## src/hdl/pbpe_pkg.sv

```systemverilog
`timescale 1ns / 1ps
// ----------------------------------------------------------------------------
// Palette bitmap pixel expander package
// Shared widths, codes, defaults and record types of the expander.
// ----------------------------------------------------------------------------
package pbpe_pkg;

    localparam int CFG_W       = 13;
    localparam int CFG_IDX_W   = 2;
    localparam int SLOT_W      = 8;
    localparam int COLOR_W     = 24;
    localparam int CHAN_W      = 8;
    localparam int COORD_W     = 12;
    localparam int PIXCNT_W    = 4;

    localparam int PALETTE_DEPTH_DEF = 256;
    localparam int MAX_DIMENSION_DEF = 4096;

    localparam logic [CFG_IDX_W-1:0] CFG_BPP_CODE  = 2'd0;
    localparam logic [CFG_IDX_W-1:0] CFG_WIDTH     = 2'd1;
    localparam logic [CFG_IDX_W-1:0] CFG_HEIGHT    = 2'd2;
    localparam logic [CFG_IDX_W-1:0] CFG_ALPHA_KEY = 2'd3;

    localparam logic [1:0] BPP_1 = 2'd0;
    localparam logic [1:0] BPP_2 = 2'd1;
    localparam logic [1:0] BPP_4 = 2'd2;
    localparam logic [1:0] BPP_8 = 2'd3;

    localparam logic OP_PALETTE = 1'b0;
    localparam logic OP_RASTER  = 1'b1;

    localparam logic [CHAN_W-1:0] ALPHA_OPAQUE = 8'hFF;
    localparam logic [CHAN_W-1:0] ALPHA_CLEAR  = 8'h00;

    typedef struct packed {
        logic [1:0]       bpp_code;
        logic [CFG_W-1:0] width;
        logic [CFG_W-1:0] height;
        logic             alpha_key;
    } cfg_t;

    typedef struct packed {
        logic [COORD_W-1:0] col;
        logic [COORD_W-1:0] row;
        logic               last;
        logic               alpha_zero;
        logic               out_of_range;
    } pix_side_t;

endpackage

```

## src/hdl/pbpe_lookup.sv

```systemverilog
`timescale 1ns / 1ps
// ----------------------------------------------------------------------------
// Palette lookup and output stage
// Pairs the palette read data with its pixel record and holds the finished
// pixel in the output register until the receiver takes it.
// ----------------------------------------------------------------------------
module pbpe_lookup (
    input  logic                           aclk,
    input  logic                           aresetn,
    input  logic                           issue,
    input  pbpe_pkg::pix_side_t            side,
    input  logic [pbpe_pkg::COLOR_W-1:0]   ram_rdata,
    output logic                           rd_ready,
    output logic                           m_valid,
    input  logic                           m_ready,
    output logic [pbpe_pkg::CHAN_W-1:0]    m_color_first,
    output logic [pbpe_pkg::CHAN_W-1:0]    m_color_second,
    output logic [pbpe_pkg::CHAN_W-1:0]    m_color_third,
    output logic [pbpe_pkg::CHAN_W-1:0]    m_alpha_value,
    output logic [pbpe_pkg::COORD_W-1:0]   m_pixel_column,
    output logic [pbpe_pkg::COORD_W-1:0]   m_pixel_row,
    output logic                           m_last_of_run
);

    logic                          b_valid_reg, b_valid_next;
    pbpe_pkg::pix_side_t           b_side_reg;
    logic                          m_valid_reg, m_valid_next;
    logic [pbpe_pkg::COLOR_W-1:0]  color_reg;
    logic [pbpe_pkg::CHAN_W-1:0]   alpha_reg;
    logic [pbpe_pkg::COORD_W-1:0]  col_reg;
    logic [pbpe_pkg::COORD_W-1:0]  row_reg;
    logic                          last_reg;
    logic                          out_free;

    assign out_free = !m_valid_reg || m_ready;
    assign rd_ready = !b_valid_reg || out_free;

    assign b_valid_next = rd_ready ? issue : b_valid_reg;
    assign m_valid_next = out_free ? b_valid_reg : m_valid_reg;

    always_ff @(posedge aclk) begin
        if (!aresetn) begin
            b_valid_reg <= 1'b0;
            m_valid_reg <= 1'b0;
        end else begin
            b_valid_reg <= b_valid_next;
            m_valid_reg <= m_valid_next;
        end
    end

    always_ff @(posedge aclk) begin
        if (rd_ready && issue) begin
            b_side_reg <= side;
        end
        if (out_free && b_valid_reg) begin
            color_reg <= b_side_reg.out_of_range ? '0 : ram_rdata;
            alpha_reg <= b_side_reg.alpha_zero ? pbpe_pkg::ALPHA_CLEAR
                                               : pbpe_pkg::ALPHA_OPAQUE;
            col_reg   <= b_side_reg.col;
            row_reg   <= b_side_reg.row;
            last_reg  <= b_side_reg.last;
        end
    end

    assign m_valid        = m_valid_reg;
    assign m_color_first  = color_reg[7:0];
    assign m_color_second = color_reg[15:8];
    assign m_color_third  = color_reg[23:16];
    assign m_alpha_value  = alpha_reg;
    assign m_pixel_column = col_reg;
    assign m_pixel_row    = row_reg;
    assign m_last_of_run  = last_reg;

endmodule

```

## config.mk

```make
export PLATFORM = sky130hd
export DESIGN_NAME = pbpe_lookup
export DESIGN_NICKNAME = d
export VERILOG_FILES = /design/src/hdl/pbpe_pkg.sv /design/src/hdl/pbpe_lookup.sv
export SDC_FILE = /design/constraint.sdc
export NUM_CORES = 1
export LEC_CHECK = 0
export ABC_AREA = 1
export BUFFER_PORTS_ARGS = -buffer_cell sky130_fd_sc_hd__buf_4
export CAP_MARGIN = 10
export CORE_ASPECT_RATIO = 0.5
export CORE_UTILIZATION = 40
export DETAILED_ROUTE_END_ITERATION = 12
export PLACE_DENSITY = 0.75
export SETUP_SLACK_MARGIN = 0.05
export SLEW_MARGIN = 5
export SYNTH_ARGS = -nofsm -noshare
export SYNTH_HDL_FRONTEND = slang
export SYNTH_SLANG_ARGS = --single-unit
```

## constraint.sdc

```tcl
create_clock -name aclk -period 4.1 [get_ports aclk]
set_input_delay 0.205 -clock aclk [delete_from_list [all_inputs] [get_ports aclk]]
set_output_delay 0.205 -clock aclk [all_outputs]
set_load 0.01 [all_outputs]
```

-- Word-level counts from Yosys, hierarchy flattened
Index checks and enable logic that the tools add are counted.
- reduce and logical (&&, ||, !) cells: 6
- muxes and demuxes: 1
- operators by type and width (operator ; number):
    2-to-1 mux 8 bit ; 1
    logical AND 1 bit ; 2
    logical NOT 1 bit ; 2
    logical OR 1 bit ; 2
- input port bits: 55
- word-level logic and storage cells: 19
- register bits: 86
- output and inout bits: 59

-- Longest topological paths before layout
- depth in word-level cells: 4
- mapped depth: 4
- mapped depth without buffers: 4

-- Worst setup path after synthesis
Ideal clock, no wire load.
- kind: register -> register
- start point: reg m_valid_reg (netlist: m_valid)
- end point: reg color_reg[0] (netlist name), enable pin
- clock period less this slack: 3.304 ns
- cell stages (with the launch flop): 2
- data arrival time: 2.830 ns
- library setup time: 0.474 ns
- slack: 0.796 ns
- data required time: 3.626 ns
- path buffers: 0
- path through: dfxtp_1 a21oi_1
- longest elaborated chain between the ends: 3
- ends and longest elaborated chain (item ; RTL line ; RTL):
    start, declared ; pbpe_lookup.sv:27 ; logic m_valid_reg, m_valid_next;
    start signal, assigned ; pbpe_lookup.sv:47 ; m_valid_reg <= m_valid_next;
    logical NOT 1 bit ; pbpe_lookup.sv:35 ; assign out_free = !m_valid_reg || m_ready;
    logical OR 1 bit ; pbpe_lookup.sv:35 ;
    logical AND 1 bit ; pbpe_lookup.sv:55 ; if (out_free && b_valid_reg) begin
    end signal, assigned ; pbpe_lookup.sv:56 ; color_reg <= b_side_reg.out_of_range ? '0 : ram_rdata;
    end, declared ; pbpe_lookup.sv:28 ; logic [pbpe_pkg::COLOR_W-1:0] color_reg;
Every way passes these cells.
A chain may end at the register's enable or synchronous reset.

-- Final worst setup path
- start point: reg b_valid_reg
- end point: reg color_reg[22] (netlist name), enable pin
- longest elaborated chain between the ends: 1
- ends and longest elaborated chain (item ; RTL line ; RTL):
    start, declared ; pbpe_lookup.sv:25 ; logic b_valid_reg, b_valid_next;
    start signal, assigned ; pbpe_lookup.sv:46 ; b_valid_reg <= b_valid_next;
    logical AND 1 bit ; pbpe_lookup.sv:55 ;
Every way passes these cells.

==> flow_metrics.env <==
export IMPL_grt_pass1_vias=1369
export IMPL_crit_path_start_kind="flop"
export IMPL_dieArea_um2=6990
export IMPL_grt_use_total=0.140
export IMPL_status="finished clean"
export IMPL_clk_pin_slew_ns=0.06
export IMPL_min_path_cells=1
export IMPL_worst_slew_pin_slew_ns=0.972
export IMPL_relSlewSlack=0.350
export IMPL_cts_root_buf="clkbuf_16"
export IMPL_pwr_share_comb=0.069
export IMPL_p_leak_nw=1.65
export IMPL_yosysUniqueCellTypes=9
export IMPL_vias=1461
export IMPL_syn_area_per_cell_um2=18.0
export IMPL_io_pins=114
export IMPL_finalHoldWorstSlack_ns=0.0506
export IMPL_worstPathArrival_ns=1.91
export IMPL_yosys_area_top_type_share=0.870
export IMPL_finish_utilization=0.615
export IMPL_syn_area_um2=2660
export IMPL_maxCapViolCount=0
export IMPL_rows=20
export IMPL_finalCriticalPeriod_ns=1.90
export IMPL_vdd_ir_drop_max_mv=0.243
export IMPL_final_max_slew_viol_count=0
export IMPL_setup_worst_path_class="reg -> reg"
export IMPL_crit_slowest_cell="a21oi_4"
export IMPL_cp_slowest_stage_delay_ns=0.74
export IMPL_htreeDepth=3
export IMPL_syn_to_final_growth_pct=44.3
export IMPL_die_h_um=59.6
export IMPL_synth_seq_cells=79
export IMPL_clock_fmax_mhz=526
export IMPL_yosys_area_top_type="edfxtp_1"
export IMPL_syn_num_nets=203
export IMPL_drt_total_wl_mm=4.72
export IMPL_worstPathMaxFanout=33
export IMPL_dp_cells=341
export IMPL_p_int_mw=1.42
export IMPL_wl_per_cell_um=13.2
export IMPL_firstDrtPassIters=3
export IMPL_ant_nets=0
export IMPL_grt_max_degree=34
export IMPL_nNetsFinal=319
export IMPL_ff2ff_path_depth=3
export IMPL_timing_final_crit_share=0.464
export IMPL_hold_viol=0
export IMPL_p_sw_uw=370
export IMPL_num_fill_cells=459
export IMPL_power_density_nw_per_um2=466
export IMPL_crit_path_end_kind="flop"
export IMPL_r2r_end="color_reg[22]$_SDFFCE_PP0P_"
export IMPL_hold_path_class="in -> reg"
export IMPL_synth_area_leaders="edfxtp_1, inv_1, nor2_1"
export IMPL_antenna_found_initial=0
export IMPL_largest_register_ffs=27
export IMPL_postCtsSetupRepairBufs=0
export IMPL_clock_latency_ns=0.33
export IMPL_fin_tns_setup_ns=0
export IMPL_critical_path_cell_chain="inv_1 > a21oi_4 > buf_4"
export IMPL_p_clk_frac=0.398
export IMPL_hold_buffers=0
export IMPL_cts_sinks=79
export IMPL_drt_iter0_drc=110
export IMPL_cts_tree="yes"
export IMPL_gp_congestion=0.725
export IMPL_reg2reg_slack_ns=2.20
export IMPL_layout_drive_gt1_share=0.480
export IMPL_netlist_instances=148
export IMPL_required_ns=4.11
export IMPL_ys_seq_area_frac=0.885
export IMPL_grt_setup_unrepaired="false"
export IMPL_start_util=0.427
export IMPL_die_w_um=117
export IMPL_ys_warn_count=0
export IMPL_setup_viol=0
export IMPL_final_cells=357
export IMPL_hold_path_end="b_side_reg[23]$_DFFE_PP_"
export IMPL_r2r_start="b_valid_reg$_SDFFE_PN0P_"
export IMPL_drc=0
export IMPL_dp_hpwl_mm=3.47
export IMPL_fin_skew_ns=0.00458
export IMPL_cts_made_buffers=9
export IMPL_cts_resized=0
export IMPL_p_seq_frac=0.532
export IMPL_min_delay_start="side[23]"
export IMPL_swShare=0.207
export IMPL_coreArea_um2=6230
export IMPL_vias_per_cell=4.09
export IMPL_cts_path_max_buffers=2
export IMPL_diodes=0
export IMPL_globalRouteOverflowTotal=0
export IMPL_grt_pass1_wl_mm=6.56
export IMPL_io_buffers=113
[per-layer routing]
| layer | wire length [µm] | global-route usage | vias to the layer above | share of wire |
|---|---|---|---|---|
| li1 | - | - | 726 | - |
| met2 | 2800 | 0.267 | 30 | 0.59 |
| met1 | 1610 | 0.127 | 699 | 0.34 |
| met4 | 72 | 0.0759 | 0 | 0.015 |
| met3 | 237 | 0.0603 | 6 | 0.050 |
| met5 | 0 | 0 | - | 0 |
[worst max-delay path, delay by kind of cell (launching register included)]
kind | cells | cell delay, ns
AOI/OAI and AO/OA | 1 | 0.74
DFF | 1 | 0.35
buffers and inverters | 2 | 0.48
[layout by cell type, fill, tap and decap left out]
master and instances:
nand3_1 1, nand2_1 2, clkinvlp_4 1, buf_4 114, inv_6 1, a21oi_4 1, clkbuf_1 1, dfxtp_1 2
a21oi_1 2, clkbuf_16 9, clkinv_1 1, clkinv_4 3, inv_1 30, edfxtp_1 77, nor2_1 24
[power groups by stage]
| stage | combinational [mW] | sequential, mW | clock (mW) |
|---|---|---|---|
| floorplan | 0.0331 | 0.977 | 0 |
| global placement | 0.123 | 0.966 | 0 |
| detailed placement | 0.126 | 0.969 | 0 |
| CTS | 0.126 | 0.952 | 0.725 |
| global route | 0.135 | 0.955 | 0.760 |
| finish | 0.124 | 0.951 | 0.712 |
[stage by stage]
stage | power, mW | setup slack (ns) | cell area, µm²
after CTS | 1.80 | 2.18 | 3830
after global routing | 1.85 | 2.05 | 3830
final | 1.79 | 2.20 | 3830
after floorplan | 1.01 | 0.796 | 2660
after detailed placement | 1.10 | 2.19 | 3560
after global placement | 1.09 | 2.27 | 3560
[cell type report]
type | count | area (µm²) | area share
repair buffers | 114 | 856 | 0.223
clock inverters | 6 | 46.3 | 0.0121
clock buffers | 10 | 229 | 0.0597
flip-flops and latches | 79 | 2350 | 0.613
multi-input cells | 30 | 129 | 0.0336
inverters | 30 | 113 | 0.0294
well taps | 88 | 110 | 0.0287
[worst max-delay path by stage]
stage,from,endpoint,depth (start not counted)
3_3_place_gp,m_ready,color_reg[10]$_SDFFCE_PP0P_,4
5_1_grt,b_valid_reg$_SDFFE_PN0P_,color_reg[1]$_SDFFCE_PP0P_,3
3_5_place_dp,b_valid_reg$_SDFFE_PN0P_,color_reg[9]$_SDFFCE_PP0P_,3
2_1_floorplan,m_valid$_SDFFE_PN0P_,color_reg[0]$_SDFFCE_PP0P_,1
6_report,b_valid_reg$_SDFFE_PN0P_,color_reg[22]$_SDFFCE_PP0P_,3
4_1_cts,b_valid_reg$_SDFFE_PN0P_,color_reg[1]$_SDFFCE_PP0P_,3
[logic make-up after synthesis]
family | synth area share
compound gates | 0.00565
simple gates | 0.0386
buf+inv | 0.0706
flops | 0.885
[cell usage after synthesis]
cell and n:
inv_1 30, dfxtp_1 2, buf_4 7, nand2_1 2, a21oi_1 3, nor2_1 24
buf_6 2, nand3_1 1, edfxtp_1 77
(Power assumes the default switching activity.)
