### config.mk
export PLATFORM = sky130hd
export DESIGN_NAME = pbpe_unpack
export DESIGN_NICKNAME = d
export VERILOG_FILES = /design/src/hdl/pbpe_pkg.sv /design/src/hdl/pbpe_unpack.sv
export SDC_FILE = /design/constraint.sdc
export NUM_CORES = 1
export LEC_CHECK = 0
export ABC_AREA = 0
export BUFFER_PORTS_ARGS = -buffer_cell sky130_fd_sc_hd__buf_2
export CORE_ASPECT_RATIO = 1.4
export CORE_MARGIN = 3
export CORE_UTILIZATION = 39
export CTS_BUF_LIST = sky130_fd_sc_hd__clkbuf_4 sky130_fd_sc_hd__clkbuf_8 sky130_fd_sc_hd__clkbuf_16
export DETAILED_ROUTE_END_ITERATION = 6
export GPL_TIMING_DRIVEN = 1
export HOLD_SLACK_MARGIN = 0.1
export PLACE_DENSITY = 0.57
export SLEW_MARGIN = 40
export SYNTH_ARGS = -nofsm -noshare
export SYNTH_HDL_FRONTEND = slang
export SYNTH_SLANG_ARGS = --single-unit
### constraint.sdc
create_clock -name aclk -period 9.55 [get_ports aclk]
set_clock_uncertainty 0.1 [all_clocks]
set_input_delay 1.91 -clock aclk [delete_from_list [all_inputs] [get_ports aclk]]
set_output_delay 1.91 -clock aclk [all_outputs]
set_load 0.01 [all_outputs]
### src/hdl/pbpe_pkg.sv
`timescale 1ns / 1ps
// ----------------------------------------------------------------------------
// Palette bitmap pixel expander package
// Shared widths, codes, defaults and record types of the expander.
// ----------------------------------------------------------------------------
package pbpe_pkg;

    localparam int CFG_W       = 13;
    localparam int CFG_IDX_W   = 2;
    localparam int SLOT_W      = 8;
    localparam int COLOR_W     = 24;
    localparam int CHAN_W      = 8;
    localparam int COORD_W     = 12;
    localparam int PIXCNT_W    = 4;

    localparam int PALETTE_DEPTH_DEF = 256;
    localparam int MAX_DIMENSION_DEF = 4096;

    localparam logic [CFG_IDX_W-1:0] CFG_BPP_CODE  = 2'd0;
    localparam logic [CFG_IDX_W-1:0] CFG_WIDTH     = 2'd1;
    localparam logic [CFG_IDX_W-1:0] CFG_HEIGHT    = 2'd2;
    localparam logic [CFG_IDX_W-1:0] CFG_ALPHA_KEY = 2'd3;

    localparam logic [1:0] BPP_1 = 2'd0;
    localparam logic [1:0] BPP_2 = 2'd1;
    localparam logic [1:0] BPP_4 = 2'd2;
    localparam logic [1:0] BPP_8 = 2'd3;

    localparam logic OP_PALETTE = 1'b0;
    localparam logic OP_RASTER  = 1'b1;

    localparam logic [CHAN_W-1:0] ALPHA_OPAQUE = 8'hFF;
    localparam logic [CHAN_W-1:0] ALPHA_CLEAR  = 8'h00;

    typedef struct packed {
        logic [1:0]       bpp_code;
        logic [CFG_W-1:0] width;
        logic [CFG_W-1:0] height;
        logic             alpha_key;
    } cfg_t;

    typedef struct packed {
        logic [COORD_W-1:0] col;
        logic [COORD_W-1:0] row;
        logic               last;
        logic               alpha_zero;
        logic               out_of_range;
    } pix_side_t;

endpackage

### src/hdl/pbpe_unpack.sv
`timescale 1ns / 1ps
// ----------------------------------------------------------------------------
// Raster unpacker
// Tracks row and column position, writes palette entries and splits each
// raster byte into pixel indices, issuing one palette read per ready cycle.
// ----------------------------------------------------------------------------
module pbpe_unpack #(
    parameter int PALETTE_DEPTH = pbpe_pkg::PALETTE_DEPTH_DEF,
    parameter int MAX_DIMENSION = pbpe_pkg::MAX_DIMENSION_DEF
) (
    input  logic                             aclk,
    input  logic                             aresetn,
    input  pbpe_pkg::cfg_t                   cfg,
    input  logic                             s_valid,
    output logic                             s_ready,
    input  logic                             s_opcode,
    input  logic [pbpe_pkg::SLOT_W-1:0]      s_palette_slot,
    input  logic [pbpe_pkg::COLOR_W-1:0]     s_palette_color,
    input  logic [pbpe_pkg::CHAN_W-1:0]      s_raster_byte,
    input  logic                             rd_ready,
    output logic                             ram_we,
    output logic [$clog2(PALETTE_DEPTH)-1:0] ram_waddr,
    output logic [pbpe_pkg::COLOR_W-1:0]     ram_wdata,
    output logic                             ram_re,
    output logic [$clog2(PALETTE_DEPTH)-1:0] ram_raddr,
    output pbpe_pkg::pix_side_t              side
);

    localparam int CFG_MAX = (1 << pbpe_pkg::CFG_W) - 1;
    localparam int DIM_MAX = (MAX_DIMENSION < CFG_MAX) ? MAX_DIMENSION : CFG_MAX;
    localparam int DIM_W   = $clog2(DIM_MAX + 1);
    localparam int BYTE_W  = DIM_W + 1;
    localparam int PAL_AW  = $clog2(PALETTE_DEPTH);
    localparam int SLOT_W  = pbpe_pkg::SLOT_W;
    localparam int COORD_W = pbpe_pkg::COORD_W;
    localparam int PCNT_W  = pbpe_pkg::PIXCNT_W;

    logic [DIM_W-1:0]   col_reg, col_next;
    logic [BYTE_W-1:0]  byte_reg, byte_next;
    logic [DIM_W-1:0]   row_reg, row_next;

    logic               p_valid_reg, p_valid_next;
    logic [7:0]         p_byte_reg, p_byte_next;
    logic [PCNT_W-1:0]  p_cnt_reg, p_cnt_next;
    logic [COORD_W-1:0] p_col_reg, p_col_next;
    logic [COORD_W-1:0] p_row_reg, p_row_next;

    logic [DIM_W-1:0]   width_c, height_c, avail;
    logic [BYTE_W-1:0]  width_x, data_bytes, stride_sum, stride, byte_inc;
    logic [PCNT_W-1:0]  ppb, npix, nsel;
    logic [7:0]         idx, byte_shifted;
    logic               issue, p_done, acc, is_raster, active, load;

    always_comb begin
        if (cfg.width == '0) begin
            width_c = DIM_W'(1);
        end else if (cfg.width > pbpe_pkg::CFG_W'(DIM_MAX)) begin
            width_c = DIM_W'(DIM_MAX);
        end else begin
            width_c = DIM_W'(cfg.width);
        end
        if (cfg.height == '0) begin
            height_c = DIM_W'(1);
        end else if (cfg.height > pbpe_pkg::CFG_W'(DIM_MAX)) begin
            height_c = DIM_W'(DIM_MAX);
        end else begin
            height_c = DIM_W'(cfg.height);
        end
    end

    assign width_x = BYTE_W'(width_c);

    always_comb begin
        unique case (cfg.bpp_code)
            pbpe_pkg::BPP_1: begin
                ppb        = PCNT_W'(8);
                data_bytes = (width_x + BYTE_W'(7)) >> 3;
            end
            pbpe_pkg::BPP_2: begin
                ppb        = PCNT_W'(4);
                data_bytes = (width_x + BYTE_W'(3)) >> 2;
            end
            pbpe_pkg::BPP_4: begin
                ppb        = PCNT_W'(2);
                data_bytes = (width_x + BYTE_W'(1)) >> 1;
            end
            default: begin
                ppb        = PCNT_W'(1);
                data_bytes = width_x;
            end
        endcase
    end

    assign stride_sum = data_bytes + BYTE_W'(3);
    assign stride     = {stride_sum[BYTE_W-1:2], 2'b00};

    always_comb begin
        unique case (cfg.bpp_code)
            pbpe_pkg::BPP_1: begin
                idx          = {7'b0, p_byte_reg[7]};
                byte_shifted = {p_byte_reg[6:0], 1'b0};
            end
            pbpe_pkg::BPP_2: begin
                idx          = {6'b0, p_byte_reg[7:6]};
                byte_shifted = {p_byte_reg[5:0], 2'b00};
            end
            pbpe_pkg::BPP_4: begin
                idx          = {4'b0, p_byte_reg[7:4]};
                byte_shifted = {p_byte_reg[3:0], 4'b0000};
            end
            default: begin
                idx          = p_byte_reg;
                byte_shifted = p_byte_reg;
            end
        endcase
    end

    assign issue     = p_valid_reg && rd_ready;
    assign p_done    = issue && (p_cnt_reg == PCNT_W'(1));
    assign s_ready   = !p_valid_reg || p_done;
    assign acc       = s_valid && s_ready;
    assign is_raster = (s_opcode == pbpe_pkg::OP_RASTER);
    assign active    = (row_reg < height_c);

    assign avail = width_c - col_reg;
    assign nsel  = (avail < DIM_W'(ppb)) ? PCNT_W'(avail) : ppb;
    assign npix  = ((byte_reg < data_bytes) && (col_reg < width_c)) ? nsel : '0;
    assign load  = acc && is_raster && active && (npix != '0);

    assign byte_inc = byte_reg + BYTE_W'(1);

    always_comb begin
        col_next  = col_reg;
        byte_next = byte_reg;
        row_next  = row_reg;
        if (acc && is_raster && active) begin
            if (byte_inc >= stride) begin
                col_next  = '0;
                byte_next = '0;
                row_next  = row_reg + DIM_W'(1);
            end else begin
                col_next  = col_reg + DIM_W'(npix);
                byte_next = byte_inc;
            end
        end
    end

    always_comb begin
        p_valid_next = p_valid_reg;
        p_byte_next  = p_byte_reg;
        p_cnt_next   = p_cnt_reg;
        p_col_next   = p_col_reg;
        p_row_next   = p_row_reg;
        if (issue) begin
            p_byte_next = byte_shifted;
            p_cnt_next  = p_cnt_reg - PCNT_W'(1);
            p_col_next  = p_col_reg + COORD_W'(1);
            if (p_done) begin
                p_valid_next = 1'b0;
            end
        end
        if (load) begin
            p_valid_next = 1'b1;
            p_byte_next  = s_raster_byte;
            p_cnt_next   = npix;
            p_col_next   = COORD_W'(col_reg);
            p_row_next   = COORD_W'(height_c - DIM_W'(1) - row_reg);
        end
    end

    always_ff @(posedge aclk) begin
        if (!aresetn) begin
            col_reg     <= '0;
            byte_reg    <= '0;
            row_reg     <= '0;
            p_valid_reg <= 1'b0;
        end else begin
            col_reg     <= col_next;
            byte_reg    <= byte_next;
            row_reg     <= row_next;
            p_valid_reg <= p_valid_next;
        end
    end

    always_ff @(posedge aclk) begin
        p_byte_reg <= p_byte_next;
        p_cnt_reg  <= p_cnt_next;
        p_col_reg  <= p_col_next;
        p_row_reg  <= p_row_next;
    end

    assign ram_we    = acc && !is_raster
                       && ((SLOT_W + 1)'(s_palette_slot) < (SLOT_W + 1)'(PALETTE_DEPTH));
    assign ram_waddr = s_palette_slot[PAL_AW-1:0];
    assign ram_wdata = s_palette_color;
    assign ram_re    = issue;
    assign ram_raddr = idx[PAL_AW-1:0];

    assign side.col          = p_col_reg;
    assign side.row          = p_row_reg;
    assign side.last         = (p_cnt_reg == PCNT_W'(1));
    assign side.alpha_zero   = cfg.alpha_key && (idx == '0);
    assign side.out_of_range = ((SLOT_W + 1)'(idx) >= (SLOT_W + 1)'(PALETTE_DEPTH));

endmodule

Word level (Yosys, flattened, before mapping)
Index checks and enable logic that the tools add are counted.

Logic and storage cells: 74. Input bits: 74. Output and inout bits: 70. Bits in registers: 77.

Multiplexer cells: 21. $add $sub $neg: 12. Equal/unequal tests: 3. Reductions and logical operators: 23. Order comparisons: 7.

Operators with widths (number): $mux 13 (5); $pmux 8 s3 (2); $pmux 13 s3 (1); $gt 13x13->1 const B (2); $logic_not 13->1 (2); $lt 13x13->1 (2); $mux 12 (2); $mux 4 (4); $mux 8 (2); $add 13x1->14 const B (1); $add 13x2->14 const B (1); $add 13x3->14 const B (1); $add 14x1->14 const B (1); $add 14x2->14 const B (1); $ge 14x14->1 (1); $lt 14x14->1 (1); $mux 14 (1); $add 13x1->13 const B (1); $add 13x4->13 (1); $lt 13x4->1 (1); $sub 13x13->13 (1); $add 12x1->12 const B (1); $pmux 4 s3 (1); $sub 12x1->12 const B (1); other kinds (14) (29).

Longest topological paths before layout
Word-level depth: 12. Mapped depth: 28. Gate-level depth less buffers: 26.

Worst setup path after synthesis
No wires, ideal clock.

Path kind: input-to-reg. Start point: input cfg[17] in the netlist's numbering. End point: register col_reg[12]. Library setup time: 0.117 ns. Data arrival time: 7.059 ns. Data required time: 9.333 ns. Path slack: 2.274 ns. Stages: 27. Cells stage by stage: buf_4 > buf_2 > nor4_1 > a41oi_1 > inv_1 > ha_1 > nand4_1 > nor4_1 > mux2_2 > a2111oi_0 > o31ai_1 > ha_1 > nand4b_1 > nor2_1 > a21oi_1 > and3_1 > o211ai_1 > nor3_1 > mux2i_1 > inv_1 > ha_1 > fa_1 > a21o_1 > a21oi_1 > nor4_1 > xnor2_1 > nor2_1.

Cells in the longest elaborated chain, start to end: 10. Elaborated cells on any way between the ends: 19. Classes of those cells: 6 x add/sub; 5 x order compare; 6 x mux; 2 x reduce/logical.

RTL lines: from (decl) (line pbpe_unpack.sv:13) `input pbpe_pkg::cfg_t cfg,`; $gt 13x13->1 (line pbpe_unpack.sv:57) `end else if (cfg.width > pbpe_pkg::CFG_W'(DIM_MAX)) begin`; $mux 13 (line pbpe_unpack.sv:57); $mux 13 * (line pbpe_unpack.sv:55) `if (cfg.width == '0) begin`; $add 13x1->14, or another cell as far along (line pbpe_unpack.sv:85) `data_bytes = (width_x + BYTE_W'(1)) >> 1;`; $pmux 13 s3 (line pbpe_unpack.sv:74) `unique case (cfg.bpp_code)`; $lt 14x14->1 (line pbpe_unpack.sv:127) `assign npix = ((byte_reg < data_bytes) && (col_reg < width_c)) ? nsel : '0;`; $logic_and 1x1->1 (line pbpe_unpack.sv:127); $mux 4 (line pbpe_unpack.sv:127); $add 13x4->13 (line pbpe_unpack.sv:142) `col_next = col_reg + DIM_W'(npix);`; $mux 13 * (line pbpe_unpack.sv:137) `if (byte_inc >= stride) begin`; to (signal assigned) (line pbpe_unpack.sv:178) `col_reg <= col_next;`; to (decl) (line pbpe_unpack.sv:38) `logic [DIM_W-1:0] col_reg, col_next;`.

Mark *: on every way between the ends. The rest lies on a longest branch, timed or not. A chain may end at the register's enable or synchronous reset.

Final worst setup path
Start point: input cfg[22] in the netlist's numbering. End point: register col_reg[8].

The elaborated chain is that of the path after synthesis.

==> flow_summary.yaml <==
floorplan:
  die_area_um2: 22200
  io_pins: 144
  die_h_um: 175
  row_count: 61
  start_util: 0.398
  core_um2: 20000
  dieWidth_um: 127
global_routing:
  grt_pass1_wl_um: 34500
  grt_pass1_vias: 6821
  grt_max_degree: 29
  grt_overflow: 0
  grt_antenna_before_repair: 0
  grt_use_total: 0.189
worst_setup_path:
  rrSetupSlack_ns: 3.83
  crit_path_end_kind: "flip-flop"
  worstPathArrival_ns: 8.06
  worst_r2r_endpoint: "col_reg[8]"
  crit_fanout: 5
  reg2reg_from: "col_reg[1]"
  crit_type: "in2reg"
  required_ns: 9.66
  cp-start-kind: "input port"
  r2r_cells: 21
synth:
  synth_nets: 1118
  ys.flop_type: "dfxtp_1"
  syn_area_per_cell_um2: 8.27
  synth_top_cell_by_area: "edfxtp_1"
  synth_top_area_frac: 0.136
  ys_warn_count: 0
  synthTopCellsByArea: "edfxtp_1, ha_1, dfxtp_1, xnor2_1, inv_1"
  synth_edf_count: 36
  ys_ff_latch: 77
  synth_area_um2: 7970
  syn_inst: 963
  ys_types: 87
  async_flop_share: 0
  synth_seq_area_share: 0.239
clocking:
  clk_latency_ns: 0.33
  path_clk_slew_ns: 0.06
  root_buffer: "clkbuf_16"
  clockBufferDepth: 2
  post_cts_buffers: 0
  cts_resized: 0
  cts_max_level: 3
  numCtsBuffers: 9
  cts_tree: "done"
  clock_sinks: 77
  postCtsHoldBufs: 0
final_layout:
  nets: 1141
  area_growth_pct: 8.67
  antenna_cells: 0
  largest_reg_flops: 14
  stdcell_area_um2: 8660
  layout-drive-gt1-share: 0.129
  final_cell_mix: "inv_1, ha_1, buf_2, nand2_1, nor2_1"
  final_util: 0.433
place:
  portBuffers: 78
  gp_congestion: 0.915
  place_hpwl_um: 16500
  place_area_um2: 8300
timing:
  finalCriticalPeriod_ns: 7.95
  post-route-period-util: 0.832
  fin_setup_tns_ns: 0
  max_freq_mhz: 126
  setup-violations-final: 0
  drv_slew: 0
  max_slew.worst_pin.slew_ns: 0.863
  finalHoldViolCount: 0
  relSlewSlack: 0.424
  rsz0062_at_grt: "false"
detailed_routing:
  routed_wl_um: 21000
  drtIter0Drc: 445
  dr.pass1.iters: 5
  routed_via_density: 5.59
  wl_per_cell_um: 16.9
  ant_nets: 0
  drc: 0
  vias: 6947
power:
  power_density_nw_per_um2: 118
  total_leakage_power_nw: 3.67
  peakVddDrop_mv: 0.101
hold_path:
  holdPathEnd: "row_reg[5]"
  min_from: "row_reg[5]"
  hold_depth: 2
  hold_path_class: "reg2reg"
run_status:
  status: "complete, no violations"
run:
  maxCapViolations: 0
[kinds of logic after synthesis]
family | count (synthesis) | share of synthesized area
compound gates | 179 | 0.158
simple gates | 342 | 0.229
mux | 41 | 0.0536
xor+xnor | 88 | 0.0967
buf+inv | 152 | 0.0920
other cells | 2 | 0.000943
fa+ha+maj | 82 | 0.131
flops | 77 | 0.239
[cell usage after synthesis, drive strengths merged (7+ instances only)]
| cell | n |
|---|---|
| a21o | 12 |
| a21oi | 48 |
| a31oi | 7 |
| and2 | 10 |
| and3 | 22 |
| buf | 50 |
| clkbuf | 23 |
| dfxtp | 41 |
| edfxtp | 36 |
| ha | 78 |
| inv | 79 |
| mux2 | 13 |
| mux2i | 28 |
| nand2 | 77 |
| nand2b | 13 |
| nand3 | 27 |
| nand4 | 16 |
| nor2 | 68 |
| nor2b | 15 |
| nor3 | 27 |
| nor3b | 10 |
| nor4 | 23 |
| o21a | 9 |
| o21ai | 26 |
| o31ai | 9 |
| xnor2 | 62 |
| xor2 | 26 |
[worst max-delay path by stage]
stage / start / to / slack, ns / cells past startpoint
2_1_floorplan: cfg[17] / col_reg[12] / 2.27 / 27
3_3_place_gp: cfg[22] / col_reg[8] / 1.20 / 18
3_5_place_dp: cfg[22] / col_reg[8] / 1.28 / 26
4_1_cts: cfg[22] / col_reg[8] / 1.60 / 26
5_1_grt: cfg[22] / col_reg[12] / 1.04 / 26
6_report: cfg[22] / col_reg[8] / 1.60 / 26
[report_power, final]
part	total (mW)	internal (mW)	switching, mW
Sequential	0.371	0.362	0.00875
Clock	0.398	0.257	0.141
Combinational	0.248	0.100	0.148
Total	1.02	0.719	0.298
[cell type report]
type / instances / area, um2
Sequential cell: 77 / 1900
Inverter: 79 / 297
Multi-Input combinational cell: 734 / 5350
Clock buffer: 9 / 225
Clock inverter: 7 / 121
Tap cell: 252 / 315
Timing Repair Buffer: 85 / 443
Fill cell: 2065 / 11300
[worst max-delay path: stages]
cell       delay, ns
buf_2           0.13
nor4_1          0.63
a41oi_1         0.40
inv_1           0.13
ha_1            0.22
nand4_1         0.22
nor4_1          0.44
mux2_2          0.37
a2111oi_0       0.39
o31ai_1         0.20
ha_1            0.35
nand4b_1        0.10
nor2_1          0.20
a21oi_1         0.10
and3_1          0.20
o211ai_1        0.16
nor3_1          0.09
mux2i_1         0.21
inv_1           0.07
ha_1            0.21
fa_1            0.41
a21o_1          0.17
a21oi_1         0.39
nor4_1          0.12
xnor2_1         0.17
nor2_1          0.05
[metal layers]
| metal | GRT usage | vias to the layer above | routed length (um) |
|---|---|---|---|
| met2 | 0.329 | 166 | 10300 |
| met4 | 0.0814 | 0 | 876 |
| met5 | 0 | - | 0 |
| li1 | - | 3459 | - |
| met1 | 0.233 | 3275 | 9010 |
| met3 | 0.0220 | 47 | 810 |
[metrics by stage]
step / power (mW) / worst slack, ns / cells / hold WS, ns
detailed placement: 0.624 / 1.28 / 1226 / 0.378
CTS: 1.02 / 1.60 / 1242 / 0.386
global placement: 0.624 / 1.20 / 1226 / 0.372
global route: 1.07 / 1.04 / 1243 / 0.423
floorplan: 0.570 / 2.27 / 963 / 0.355
finish: 1.02 / 1.60 / 1243 / 0.388
Note: power is estimated with default switching activity, not from simulation.
